## src/rtl/wqgr_pkg.sv

```systemverilog
package wqgr_pkg;

    // Field widths
    localparam int unsigned PH_W    = 11;
    localparam int unsigned TURB_W  = 12;
    localparam int unsigned LEVEL_W = 10;
    localparam int unsigned TEMP_W  = 12;
    localparam int unsigned ROUTE_W = 3;
    localparam int unsigned STRK_W  = 2;

    // Configuration port
    localparam int unsigned APB_AW = 5;
    localparam int unsigned APB_DW = 32;

    // Fixed temperature window, tenths of a degree Celsius
    localparam logic signed [TEMP_W-1:0] TEMP_MIN = 12'sd100;
    localparam logic signed [TEMP_W-1:0] TEMP_MAX = 12'sd400;

    // Streak counters saturate here
    localparam logic [STRK_W-1:0] STREAK_LIMIT = 2'd3;

    // Register indexes on the configuration port
    typedef enum logic [2:0] {
        REG_PH_MIN         = 3'd0,
        REG_PH_MAX         = 3'd1,
        REG_TURB_MAX       = 3'd2,
        REG_LEVEL_HIGH     = 3'd3,
        REG_LEVEL_LOW      = 3'd4,
        REG_LEVEL_OVERFLOW = 3'd5,
        REG_LEVEL_RESUME   = 3'd6,
        REG_UP_OVERFLOW    = 3'd7
    } reg_idx_t;

    // Route codes
    typedef enum logic [ROUTE_W-1:0] {
        ROUTE_NONE    = 3'd0,
        ROUTE_STOPPED = 3'd1,
        ROUTE_HOLD    = 3'd2,
        ROUTE_STORE   = 3'd3,
        ROUTE_RECYCLE = 3'd4
    } route_t;

    // Item modes
    localparam logic MODE_TICK  = 1'b0;
    localparam logic MODE_CLEAR = 1'b1;

    // Configuration register set
    typedef struct packed {
        logic [PH_W-1:0]    ph_min;
        logic [PH_W-1:0]    ph_max;
        logic [TURB_W-1:0]  turbidity_max;
        logic [LEVEL_W-1:0] level_high;
        logic [LEVEL_W-1:0] level_low;
        logic [LEVEL_W-1:0] level_overflow;
        logic [LEVEL_W-1:0] level_resume;
        logic [LEVEL_W-1:0] upstream_overflow;
    } cfg_t;

    // One input transaction
    typedef struct packed {
        logic                     mode;
        logic [LEVEL_W-1:0]       level_here;
        logic [LEVEL_W-1:0]       level_upstream;
        logic                     here_calibrated;
        logic                     upstream_calibrated;
        logic [PH_W-1:0]          ph_reading;
        logic [TURB_W-1:0]        turbidity_reading;
        logic signed [TEMP_W-1:0] temperature_reading;
    } item_t;

    // One result transaction
    typedef struct packed {
        route_t            route;
        logic              route_changed;
        logic              inflow_stop;
        logic              overflow_event;
        logic              quality_ok;
        logic [STRK_W-1:0] pass_streak;
        logic [STRK_W-1:0] fail_streak;
    } result_t;

endpackage

```

## src/rtl/wqgr_regs.sv

```systemverilog
module wqgr_regs
    import wqgr_pkg::*;
(
    input  logic              clk,
    input  logic              rst_n,
    input  logic              psel,
    input  logic              penable,
    input  logic              pwrite,
    input  logic [APB_AW-1:0] paddr,
    input  logic [APB_DW-1:0] pwdata,
    output logic [APB_DW-1:0] prdata,
    output logic              pready,
    output cfg_t              cfg
);

    cfg_t     cfg_reg;
    cfg_t     cfg_next;
    reg_idx_t idx;
    logic     wr_en;

    assign pready = 1'b1;
    assign idx    = reg_idx_t'(paddr[APB_AW-1:2]);
    assign wr_en  = psel && penable && pwrite && pready;
    assign cfg    = cfg_reg;

    // Register write decode
    always_comb
    begin
        cfg_next = cfg_reg;
        if (wr_en)
        begin
            unique case (idx)
                REG_PH_MIN:         cfg_next.ph_min            = pwdata[PH_W-1:0];
                REG_PH_MAX:         cfg_next.ph_max            = pwdata[PH_W-1:0];
                REG_TURB_MAX:       cfg_next.turbidity_max     = pwdata[TURB_W-1:0];
                REG_LEVEL_HIGH:     cfg_next.level_high        = pwdata[LEVEL_W-1:0];
                REG_LEVEL_LOW:      cfg_next.level_low         = pwdata[LEVEL_W-1:0];
                REG_LEVEL_OVERFLOW: cfg_next.level_overflow    = pwdata[LEVEL_W-1:0];
                REG_LEVEL_RESUME:   cfg_next.level_resume      = pwdata[LEVEL_W-1:0];
                REG_UP_OVERFLOW:    cfg_next.upstream_overflow = pwdata[LEVEL_W-1:0];
            endcase
        end
    end

    always_ff @(posedge clk or negedge rst_n)
    begin
        if (!rst_n)
        begin
            cfg_reg.ph_min            <= 11'd650;
            cfg_reg.ph_max            <= 11'd850;
            cfg_reg.turbidity_max     <= 12'd50;
            cfg_reg.level_high        <= 10'd250;
            cfg_reg.level_low         <= 10'd100;
            cfg_reg.level_overflow    <= 10'd900;
            cfg_reg.level_resume      <= 10'd800;
            cfg_reg.upstream_overflow <= 10'd900;
        end
        else
        begin
            cfg_reg <= cfg_next;
        end
    end

    // Read mux
    always_comb
    begin
        prdata = '0;
        unique case (idx)
            REG_PH_MIN:         prdata[PH_W-1:0]    = cfg_reg.ph_min;
            REG_PH_MAX:         prdata[PH_W-1:0]    = cfg_reg.ph_max;
            REG_TURB_MAX:       prdata[TURB_W-1:0]  = cfg_reg.turbidity_max;
            REG_LEVEL_HIGH:     prdata[LEVEL_W-1:0] = cfg_reg.level_high;
            REG_LEVEL_LOW:      prdata[LEVEL_W-1:0] = cfg_reg.level_low;
            REG_LEVEL_OVERFLOW: prdata[LEVEL_W-1:0] = cfg_reg.level_overflow;
            REG_LEVEL_RESUME:   prdata[LEVEL_W-1:0] = cfg_reg.level_resume;
            REG_UP_OVERFLOW:    prdata[LEVEL_W-1:0] = cfg_reg.upstream_overflow;
        endcase
    end

endmodule

```

## src/rtl/wqgr_quality.sv

```systemverilog
module wqgr_quality
    import wqgr_pkg::*;
(
    input  cfg_t  cfg,
    input  item_t item,
    output logic  quality_ok
);

    logic ph_ok;
    logic turb_ok;
    logic temp_ok;

    // Window checks; an inverted window simply never passes.
    assign ph_ok   = (item.ph_reading >= cfg.ph_min) && (item.ph_reading <= cfg.ph_max);
    assign turb_ok = item.turbidity_reading <= cfg.turbidity_max;
    assign temp_ok = (item.temperature_reading >= TEMP_MIN)
                  && (item.temperature_reading <= TEMP_MAX);

    assign quality_ok = ph_ok && turb_ok && temp_ok;

endmodule

```

## src/rtl/wqgr_router.sv

```systemverilog
module wqgr_router
    import wqgr_pkg::*;
(
    input  logic    clk,
    input  logic    rst_n,
    input  cfg_t    cfg,
    input  item_t   item,
    input  logic    quality_ok,
    input  logic    advance,
    output result_t result
);

    logic              latch_reg;
    logic              latch_next;
    logic [STRK_W-1:0] pass_reg;
    logic [STRK_W-1:0] pass_next;
    logic [STRK_W-1:0] fail_reg;
    logic [STRK_W-1:0] fail_next;
    route_t            last_route_reg;
    route_t            last_route_next;
    result_t           result_reg;
    result_t           result_next;

    logic   at_overflow;
    logic   level_short;
    logic   blocked;
    route_t route_sel;

    assign at_overflow = item.level_here >= cfg.level_overflow;
    assign level_short = (item.level_here < cfg.level_high)
                      || (item.level_here <= cfg.level_low);
    assign blocked     = item.upstream_calibrated
                      && (item.level_upstream >= cfg.upstream_overflow);

    // Latch, streaks and route decision for one transaction
    always_comb
    begin
        latch_next      = latch_reg;
        pass_next       = pass_reg;
        fail_next       = fail_reg;
        last_route_next = last_route_reg;
        route_sel       = ROUTE_HOLD;
        result_next     = '0;

        if (item.mode == MODE_CLEAR)
        begin
            pass_next = '0;
            fail_next = '0;
        end
        else
        begin
            result_next.quality_ok = quality_ok;
            if (item.here_calibrated)
            begin
                if (at_overflow)
                begin
                    // Routing is skipped while the tank is at overflow.
                    result_next.inflow_stop = 1'b1;
                    if (!latch_reg)
                    begin
                        latch_next                 = 1'b1;
                        result_next.overflow_event = 1'b1;
                    end
                end
                else
                begin
                    if (latch_reg && (item.level_here <= cfg.level_resume))
                    begin
                        latch_next = 1'b0;
                    end
                    result_next.inflow_stop = latch_next;

                    if (level_short)
                    begin
                        route_sel = ROUTE_STOPPED;
                    end
                    else if (quality_ok)
                    begin
                        fail_next = '0;
                        if (pass_reg != STREAK_LIMIT)
                        begin
                            pass_next = pass_reg + 1'b1;
                        end
                        route_sel = (pass_next == STREAK_LIMIT) ? ROUTE_STORE : ROUTE_HOLD;
                    end
                    else
                    begin
                        pass_next = '0;
                        if (fail_reg != STREAK_LIMIT)
                        begin
                            fail_next = fail_reg + 1'b1;
                        end
                        if (fail_next == STREAK_LIMIT && !blocked)
                        begin
                            route_sel = ROUTE_RECYCLE;
                        end
                    end

                    result_next.route_changed = route_sel != last_route_reg;
                    last_route_next           = route_sel;
                end
            end
        end

        result_next.route       = last_route_next;
        result_next.pass_streak = pass_next;
        result_next.fail_streak = fail_next;
    end

    // State advances once per transaction
    always_ff @(posedge clk or negedge rst_n)
    begin
        if (!rst_n)
        begin
            latch_reg      <= 1'b0;
            pass_reg       <= '0;
            fail_reg       <= '0;
            last_route_reg <= ROUTE_NONE;
        end
        else if (advance)
        begin
            latch_reg      <= latch_next;
            pass_reg       <= pass_next;
            fail_reg       <= fail_next;
            last_route_reg <= last_route_next;
        end
    end

    // Result register
    always_ff @(posedge clk)
    begin
        if (advance)
        begin
            result_reg <= result_next;
        end
    end

    assign result = result_reg;

endmodule

```

## src/rtl/water_quality_gate_router.sv

```systemverilog
// Water quality gate router. Each input transaction is a sensor tick or a
// clear command; each produces exactly one result transaction carrying the
// route, change and overflow flags and the pass and fail streak counts.
// Accepted transactions enter an input register, and the decision logic
// writes a result register from it; a new transaction can be taken every
// cycle as long as the output side keeps taking results. Thresholds are
// written through the APB-style port at byte addresses 0x00 to 0x1C and
// must only be changed while no transactions are in flight.
module water_quality_gate_router
    import wqgr_pkg::*;
(
    input  logic                     clk,
    input  logic                     rst_n,
    // Configuration port
    input  logic                     psel,
    input  logic                     penable,
    input  logic                     pwrite,
    input  logic [APB_AW-1:0]        paddr,
    input  logic [APB_DW-1:0]        pwdata,
    output logic [APB_DW-1:0]        prdata,
    output logic                     pready,
    // Input channel
    input  logic                     in_valid,
    output logic                     in_ready,
    input  logic                     mode,
    input  logic [LEVEL_W-1:0]       level_here,
    input  logic [LEVEL_W-1:0]       level_upstream,
    input  logic                     here_calibrated,
    input  logic                     upstream_calibrated,
    input  logic [PH_W-1:0]          ph_reading,
    input  logic [TURB_W-1:0]        turbidity_reading,
    input  logic signed [TEMP_W-1:0] temperature_reading,
    // Output channel
    output logic                     out_valid,
    input  logic                     out_ready,
    output logic [ROUTE_W-1:0]       route,
    output logic                     route_changed,
    output logic                     inflow_stop,
    output logic                     overflow_event,
    output logic                     quality_ok,
    output logic [STRK_W-1:0]        pass_streak_out,
    output logic [STRK_W-1:0]        fail_streak_out
);

    cfg_t    cfg;
    item_t   item_reg;
    item_t   item_in;
    logic    in_valid_reg;
    logic    in_valid_next;
    logic    out_valid_reg;
    logic    out_valid_next;
    logic    advance;
    logic    in_fire;
    logic    qok;
    result_t result;

    wqgr_regs u_regs (
        .clk     (clk),
        .rst_n   (rst_n),
        .psel    (psel),
        .penable (penable),
        .pwrite  (pwrite),
        .paddr   (paddr),
        .pwdata  (pwdata),
        .prdata  (prdata),
        .pready  (pready),
        .cfg     (cfg)
    );

    // Pipeline handshake: the input stage moves forward when the result
    // register is empty or its transaction is being taken.
    assign advance  = in_valid_reg && (!out_valid_reg || out_ready);
    assign in_ready = !in_valid_reg || advance;
    assign in_fire  = in_valid && in_ready;

    assign in_valid_next  = in_fire || (in_valid_reg && !advance);
    assign out_valid_next = advance || (out_valid_reg && !out_ready);

    always_ff @(posedge clk or negedge rst_n)
    begin
        if (!rst_n)
        begin
            in_valid_reg  <= 1'b0;
            out_valid_reg <= 1'b0;
        end
        else
        begin
            in_valid_reg  <= in_valid_next;
            out_valid_reg <= out_valid_next;
        end
    end

    // Input register
    assign item_in.mode                = mode;
    assign item_in.level_here          = level_here;
    assign item_in.level_upstream      = level_upstream;
    assign item_in.here_calibrated     = here_calibrated;
    assign item_in.upstream_calibrated = upstream_calibrated;
    assign item_in.ph_reading          = ph_reading;
    assign item_in.turbidity_reading   = turbidity_reading;
    assign item_in.temperature_reading = temperature_reading;

    always_ff @(posedge clk)
    begin
        if (in_fire)
        begin
            item_reg <= item_in;
        end
    end

    wqgr_quality u_quality (
        .cfg        (cfg),
        .item       (item_reg),
        .quality_ok (qok)
    );

    wqgr_router u_router (
        .clk        (clk),
        .rst_n      (rst_n),
        .cfg        (cfg),
        .item       (item_reg),
        .quality_ok (qok),
        .advance    (advance),
        .result     (result)
    );

    assign out_valid       = out_valid_reg;
    assign route           = result.route;
    assign route_changed   = result.route_changed;
    assign inflow_stop     = result.inflow_stop;
    assign overflow_event  = result.overflow_event;
    assign quality_ok      = result.quality_ok;
    assign pass_streak_out = result.pass_streak;
    assign fail_streak_out = result.fail_streak;

endmodule

```

## config.mk

```make
export PLATFORM = sky130hd
export DESIGN_NAME = water_quality_gate_router
export DESIGN_NICKNAME = d
export VERILOG_FILES = /design/src/rtl/wqgr_pkg.sv /design/src/rtl/wqgr_regs.sv /design/src/rtl/wqgr_quality.sv /design/src/rtl/wqgr_router.sv /design/src/rtl/water_quality_gate_router.sv
export SDC_FILE = /design/constraint.sdc
export NUM_CORES = 1
export LEC_CHECK = 0
export ABC_AREA = 1
export BUFFER_PORTS_ARGS = -buffer_cell sky130_fd_sc_hd__buf_4
export CAP_MARGIN = 20
export CORE_AREA = 8 8 105 179
export DETAILED_ROUTE_END_ITERATION = 7
export DIE_AREA = 0 0 113 187
export PLACE_DENSITY = 0.84
export SLEW_MARGIN = 20
export SYNTH_ARGS = -nofsm -noshare
export SYNTH_HDL_FRONTEND = slang
export SYNTH_SLANG_ARGS = --single-unit
```

## constraint.sdc

```tcl
create_clock -name clk -period 4.9 [get_ports clk]
set_clock_uncertainty 0.15 [all_clocks]
set_input_delay 0.49 -clock clk [delete_from_list [all_inputs] [get_ports clk]]
set_output_delay 0.49 -clock clk [all_outputs]
set_load 0.02 [all_outputs]
```

-- Word-level counts from Yosys, hierarchy flattened
Cells that the tools add are included.
- register bits: 163
- bits in latches: 0
- RAM bits: 0
- ROM bits: 0
- bits of input ports: 102
- word-level logic and storage cells: 130
- memories kept: 0
- add/subtract/negate cells: 2
- $mul: 0
- divide/modulo/power cells: 0
- order comparisons: 10
- equality and inequality tests: 12
- shift operators: 0
- muxes and demuxes: 38
- bitwise operators: 3
- reduce and logical (&&, ||, !) cells: 36
- operator list (kind ; count):
    10-bit one-hot mux with 8 select lines ; 1
    2-bit 2-to-1 mux ; 22
    3-bit 2-to-1 mux ; 9
    10-bit greater-or-equal comparator ; 2
    10-bit less-or-equal comparator ; 2
    2-bit AND reduction ; 8
    1-bit logical AND ; 13
    3-bit == test, second input constant ; 4
    12-bit by 8-bit greater-or-equal comparator with 1-bit output, second input constant ; 1
    12-bit by 10-bit less-or-equal comparator with 1-bit output, second input constant ; 1
    12-bit less-or-equal comparator ; 1
    11-bit greater-or-equal comparator ; 1
    11-bit less-or-equal comparator ; 1
    10-bit less-than comparator ; 1
    3-bit by 2-bit == test with 1-bit output, second input constant ; 2
    3-bit OR reduction ; 2
    1-bit zero test ; 5
    1-bit logical OR ; 5
    1-bit 2-to-1 mux ; 5
    2-bit by 1-bit adder with 2-bit output, second input constant ; 2
    2-bit == test, second input constant ; 2
    2-bit inequality test, second input constant ; 2
    3-bit by 1-bit == test with 1-bit output, second input constant ; 1
    3-bit zero test ; 1
    other kinds (5) ; 7

-- Logic depth before layout (Yosys ltp)
- word-level depth: 20
- depth in mapped cells: 17

-- Modules after synthesis
From an unflattened synthesis, not the netlist that was laid out.
- cell total of the unflattened synthesis: 1077
- area, all modules: 9425.3 um^2
- by module, submodules not included (module ; instances ; cells an instance ; area each (um^2)):
    wqgr_regs ; 1 ; 502 ; 4199.0
    wqgr_router ; 1 ; 331 ; 2347.3
    water_quality_gate_router ; 1 ; 70 ; 1836.8
    wqgr_quality ; 1 ; 174 ; 1042.2

-- Worst setup path before layout
Ideal clock, no wire load.
- path kind: in2reg
- start: input port out_ready
- end: register item_reg[0] (netlist name), enable pin
- setup time: 0.412 ns
- arrival: 1.952 ns
- path slack: 2.386 ns
- stages: 4
- cell sequence: inv_1 nand3_1 nand2_1 inv_1
- cells in the longest elaborated chain, start to end: 4
- ends and longest elaborated chain (what ; line ; RTL):
    from (decl) ; water_quality_gate_router.sv:35 ; input logic out_ready,
    1-bit logical OR ; water_quality_gate_router.sv:72 ; assign advance = in_valid_reg && (!out_valid_reg || out_ready);
    1-bit logical AND ; water_quality_gate_router.sv:72 ;
    1-bit logical OR ; water_quality_gate_router.sv:73 ; assign in_ready = !in_valid_reg || advance;
    net in_ready ; water_quality_gate_router.sv:24 ; output logic in_ready,
    1-bit logical AND ; water_quality_gate_router.sv:74 ; assign in_fire = in_valid && in_ready;
    net in_fire ; water_quality_gate_router.sv:53 ; logic in_fire;
    to (signal assigned) ; water_quality_gate_router.sv:107 ; item_reg <= item_in;
    to (decl) ; water_quality_gate_router.sv:46 ; item_t item_reg;
The timed path passes the listed nets, and every way through them passes these cells.
A chain may end at the register's enable or synchronous reset.

-- Worst setup path in the final report
- start: input port paddr[4]
- end: output port prdata[2]
- cells in the longest elaborated chain, start to end: 2
- elaborated cells on any way between the ends: 9
- ends and longest elaborated chain (what ; line ; RTL):
    from (decl) ; water_quality_gate_router.sv:18 ; input logic [APB_AW-1:0] paddr,
    3-bit == test (tied with other cells) ; wqgr_regs.sv:68 ; unique case (idx)
    10-bit one-hot mux with 8 select lines (*) ; wqgr_regs.sv:68 ;
    to (decl) ; water_quality_gate_router.sv:20 ; output logic [APB_DW-1:0] prdata,
Mark *: on every way between the ends. The rest lies on a longest branch, timed or not.

==> results.cfg <==
[run_status]
status = finished, final reports clean

[floorplan]
rows = 62
die_height_um = 187
start_util = 0.543
dieArea_um2 = 21100
ios = 148
core_um2 = 16300
die_w_um = 113

[clocking]
clockBufferDepth = 2
cts_inserted_buffers = 17
cts_root_buffer = clkbuf_16
clk_latency_ps = 430
cts_tree = built
clkSinkCount = 163
h-tree-depth = 4
path_clk_slew_ps = 60
post_cts_buffers = 0

[yosys]
ys_top_cells_by_count = 218 x nand2_1, 143 x inv_1, 83 x ha_1, 77 x o21ai_0, 69 x edfxtp_1
synth_compound_area_frac = 0.124
synth_top_family_by_area = simple AND/OR/NAND/NOR gates
synth-xor-area-share = 0
synth_ff_type = edfxtp_1
synthMuxAreaShare = 0
yosysTopAreaCell = edfxtp_1
syn-cell-area_um2 = 8850
syn_inst = 960
synth_top_area_share = 0.234
synth_cell_types = 47
yosys.area_share.simple = 0.161
synthArstFlopShare = 0.577
synth.most_common_cell = nand2_1
synthAdderAreaFrac = 0.117
avgSynthCellArea_um2 = 9.22
synth_edf_count = 69
yosys-top-cells-area = edfxtp_1 23%, dfrtp_1 18%, ha_1 12%
yosysSeqAreaShare = 0.505
ys_ff_latch = 163
ys_warn_count = 0

[cells_and_area]
design_area_um2 = 10400
seqCellArea_um2 = 4460
num_antenna_cells = 0
final_nets = 1249
drive_gt1_frac = 0.188
final_util = 0.637
multi_input_area_um2 = 3640
area_delta_synth_final_pct = 17.4
fill_cells = 1268
largest_register_ffs = 84

[critical_path]
cp_max_fo = 10
cp-start-kind = primary input
cp-end-kind = output pin
path_class = in -> out
critical_path_required_ps = 4260
worst_ep_arrival_time_ps = 1980

[placed_design]
routabilityCongestion = 0.949
portBuffers = 104
dp_hpwl_um = 17200
placed_area_um2 = 9700

[sta]
min_period_ps = 2620
holdWs_ps = 81.9
tightestPinTransition_ps = 803
clock.fmax_mhz = 382
finalSetupViolCount = 0
fin_setup_tns_ps = 0
finalMaxSlewViolations = 0
slew_headroom = 0.465
hold_viol = 0
period_share = 0.534
rsz0062_at_grt = no

[grt]
grt.overflow.total = 0
grt_max_degree = 61
grt_usage = 0.223
grt_pass1_vias = 7445
grt_first_pass_wirelength_um = 36600
grt_antenna_before_repair = 0

[drt]
num_vias = 7163
drcViolationCount = 0
ant_nets = 0
wl_um = 23100
firstDrtPassIters = 5
drt_iter0_markers = 422
wl_per_cell_um = 18.2
viasPerCell = 5.64

[power_and_ir_drop]
powerDensity_nw_per_um2 = 417
max-vdd-ir-drop_v = 0.000307
power_leakage_nw = 4.88

[min_path]
worstHoldPathType = in -> reg

[job]
drv_cap = 0
-- timing repair --
action,CTS,global route
gates resized for setup,0,0
hold buffers,1,0
endpoints found under the hold margin,5,0
-- worst max-delay path, cell delays in order --
cell	delay, ps
buf_4	160
nor3_4	230
clkinv_1	360
o22ai_1	310
a21oi_1	60
o211ai_1	160
buf_4	210
-- power by group --
part	internal (mW)	switching (mW)
Combinational	0.378	0.658
Clock	0.951	0.552
Sequential	1.68	0.112
-- worst paths after layout --
check,start,endpoint,slack (ps),cells after the start
min in group asynchronous,rst_n,u_router.pass_reg[0],520,2
worst max-delay path,paddr[4],prdata[2],2280,7
max in group asynchronous,rst_n,u_regs.cfg[80],3040,3
worst min register to register,u_regs.cfg[9],u_regs.cfg[9],330,2
worst max register to register,u_regs.cfg[7],u_router.result[7],2370,12
worst min-delay path,ph_reading[2],item_reg[26],80,1
-- layer usage --
metal | share of wire | vias up | track usage
li1 | - | 3350 | -
met1 | 0.33 | 3369 | 0.210
met2 | 0.53 | 345 | 0.408
met3 | 0.060 | 99 | 0.0436
met4 | 0.073 | 0 | 0.173
met5 | 0 | - | 0
-- through the flow --
stage          worst slack [ps]  instances  total power [mW]
3_3_place_gp               2300       1236              2.76
4_1_cts                    2310       1269              4.33
2_1_floorplan              2390        979              2.47
3_5_place_dp               2260       1236              2.82
5_1_grt                    2190       1269              4.54
6_report                   2280       1269              4.33
-- cell type report --
cell class              instances  share of cell area
clock buffers                  17              0.0410
clock inverters                15              0.0228
inverters                     151              0.0546
multi-input cells             624               0.351
flip-flops and latches        163               0.430
well taps                     192              0.0231
repair buffers                107              0.0776
-- layout by cell type (no fill, tap or decap), types with 2 or more instances in the layout --
cell / n
nand4_1: 9
nor2_1: 54
o21ai_0: 77
dfstp_2: 32
nand2_1: 218
edfxtp_1: 69
clkinv_1: 5
o22ai_1: 28
a211oi_1: 2
nand3_4: 2
clkinv_4: 3
o21ai_1: 14
nand2_2: 5
conb_1: 21
bufinv_16: 6
o21a_1: 4
nand3_1: 18
nor3_4: 3
and2_1: 3
inv_2: 7
nor2_2: 8
o21ai_2: 2
buf_4: 106
dfrtp_1: 62
ha_1: 83
clkbuf_16: 17
inv_1: 142
a21oi_1: 42
o211ai_1: 13
-- kinds of logic after synthesis --
family	Yosys count
compound gates	192
fa+ha+maj	83
buf+inv	192
flops	163
other cells	2
simple gates	328
No activity file was read; power rests on OpenSTA's default activity.
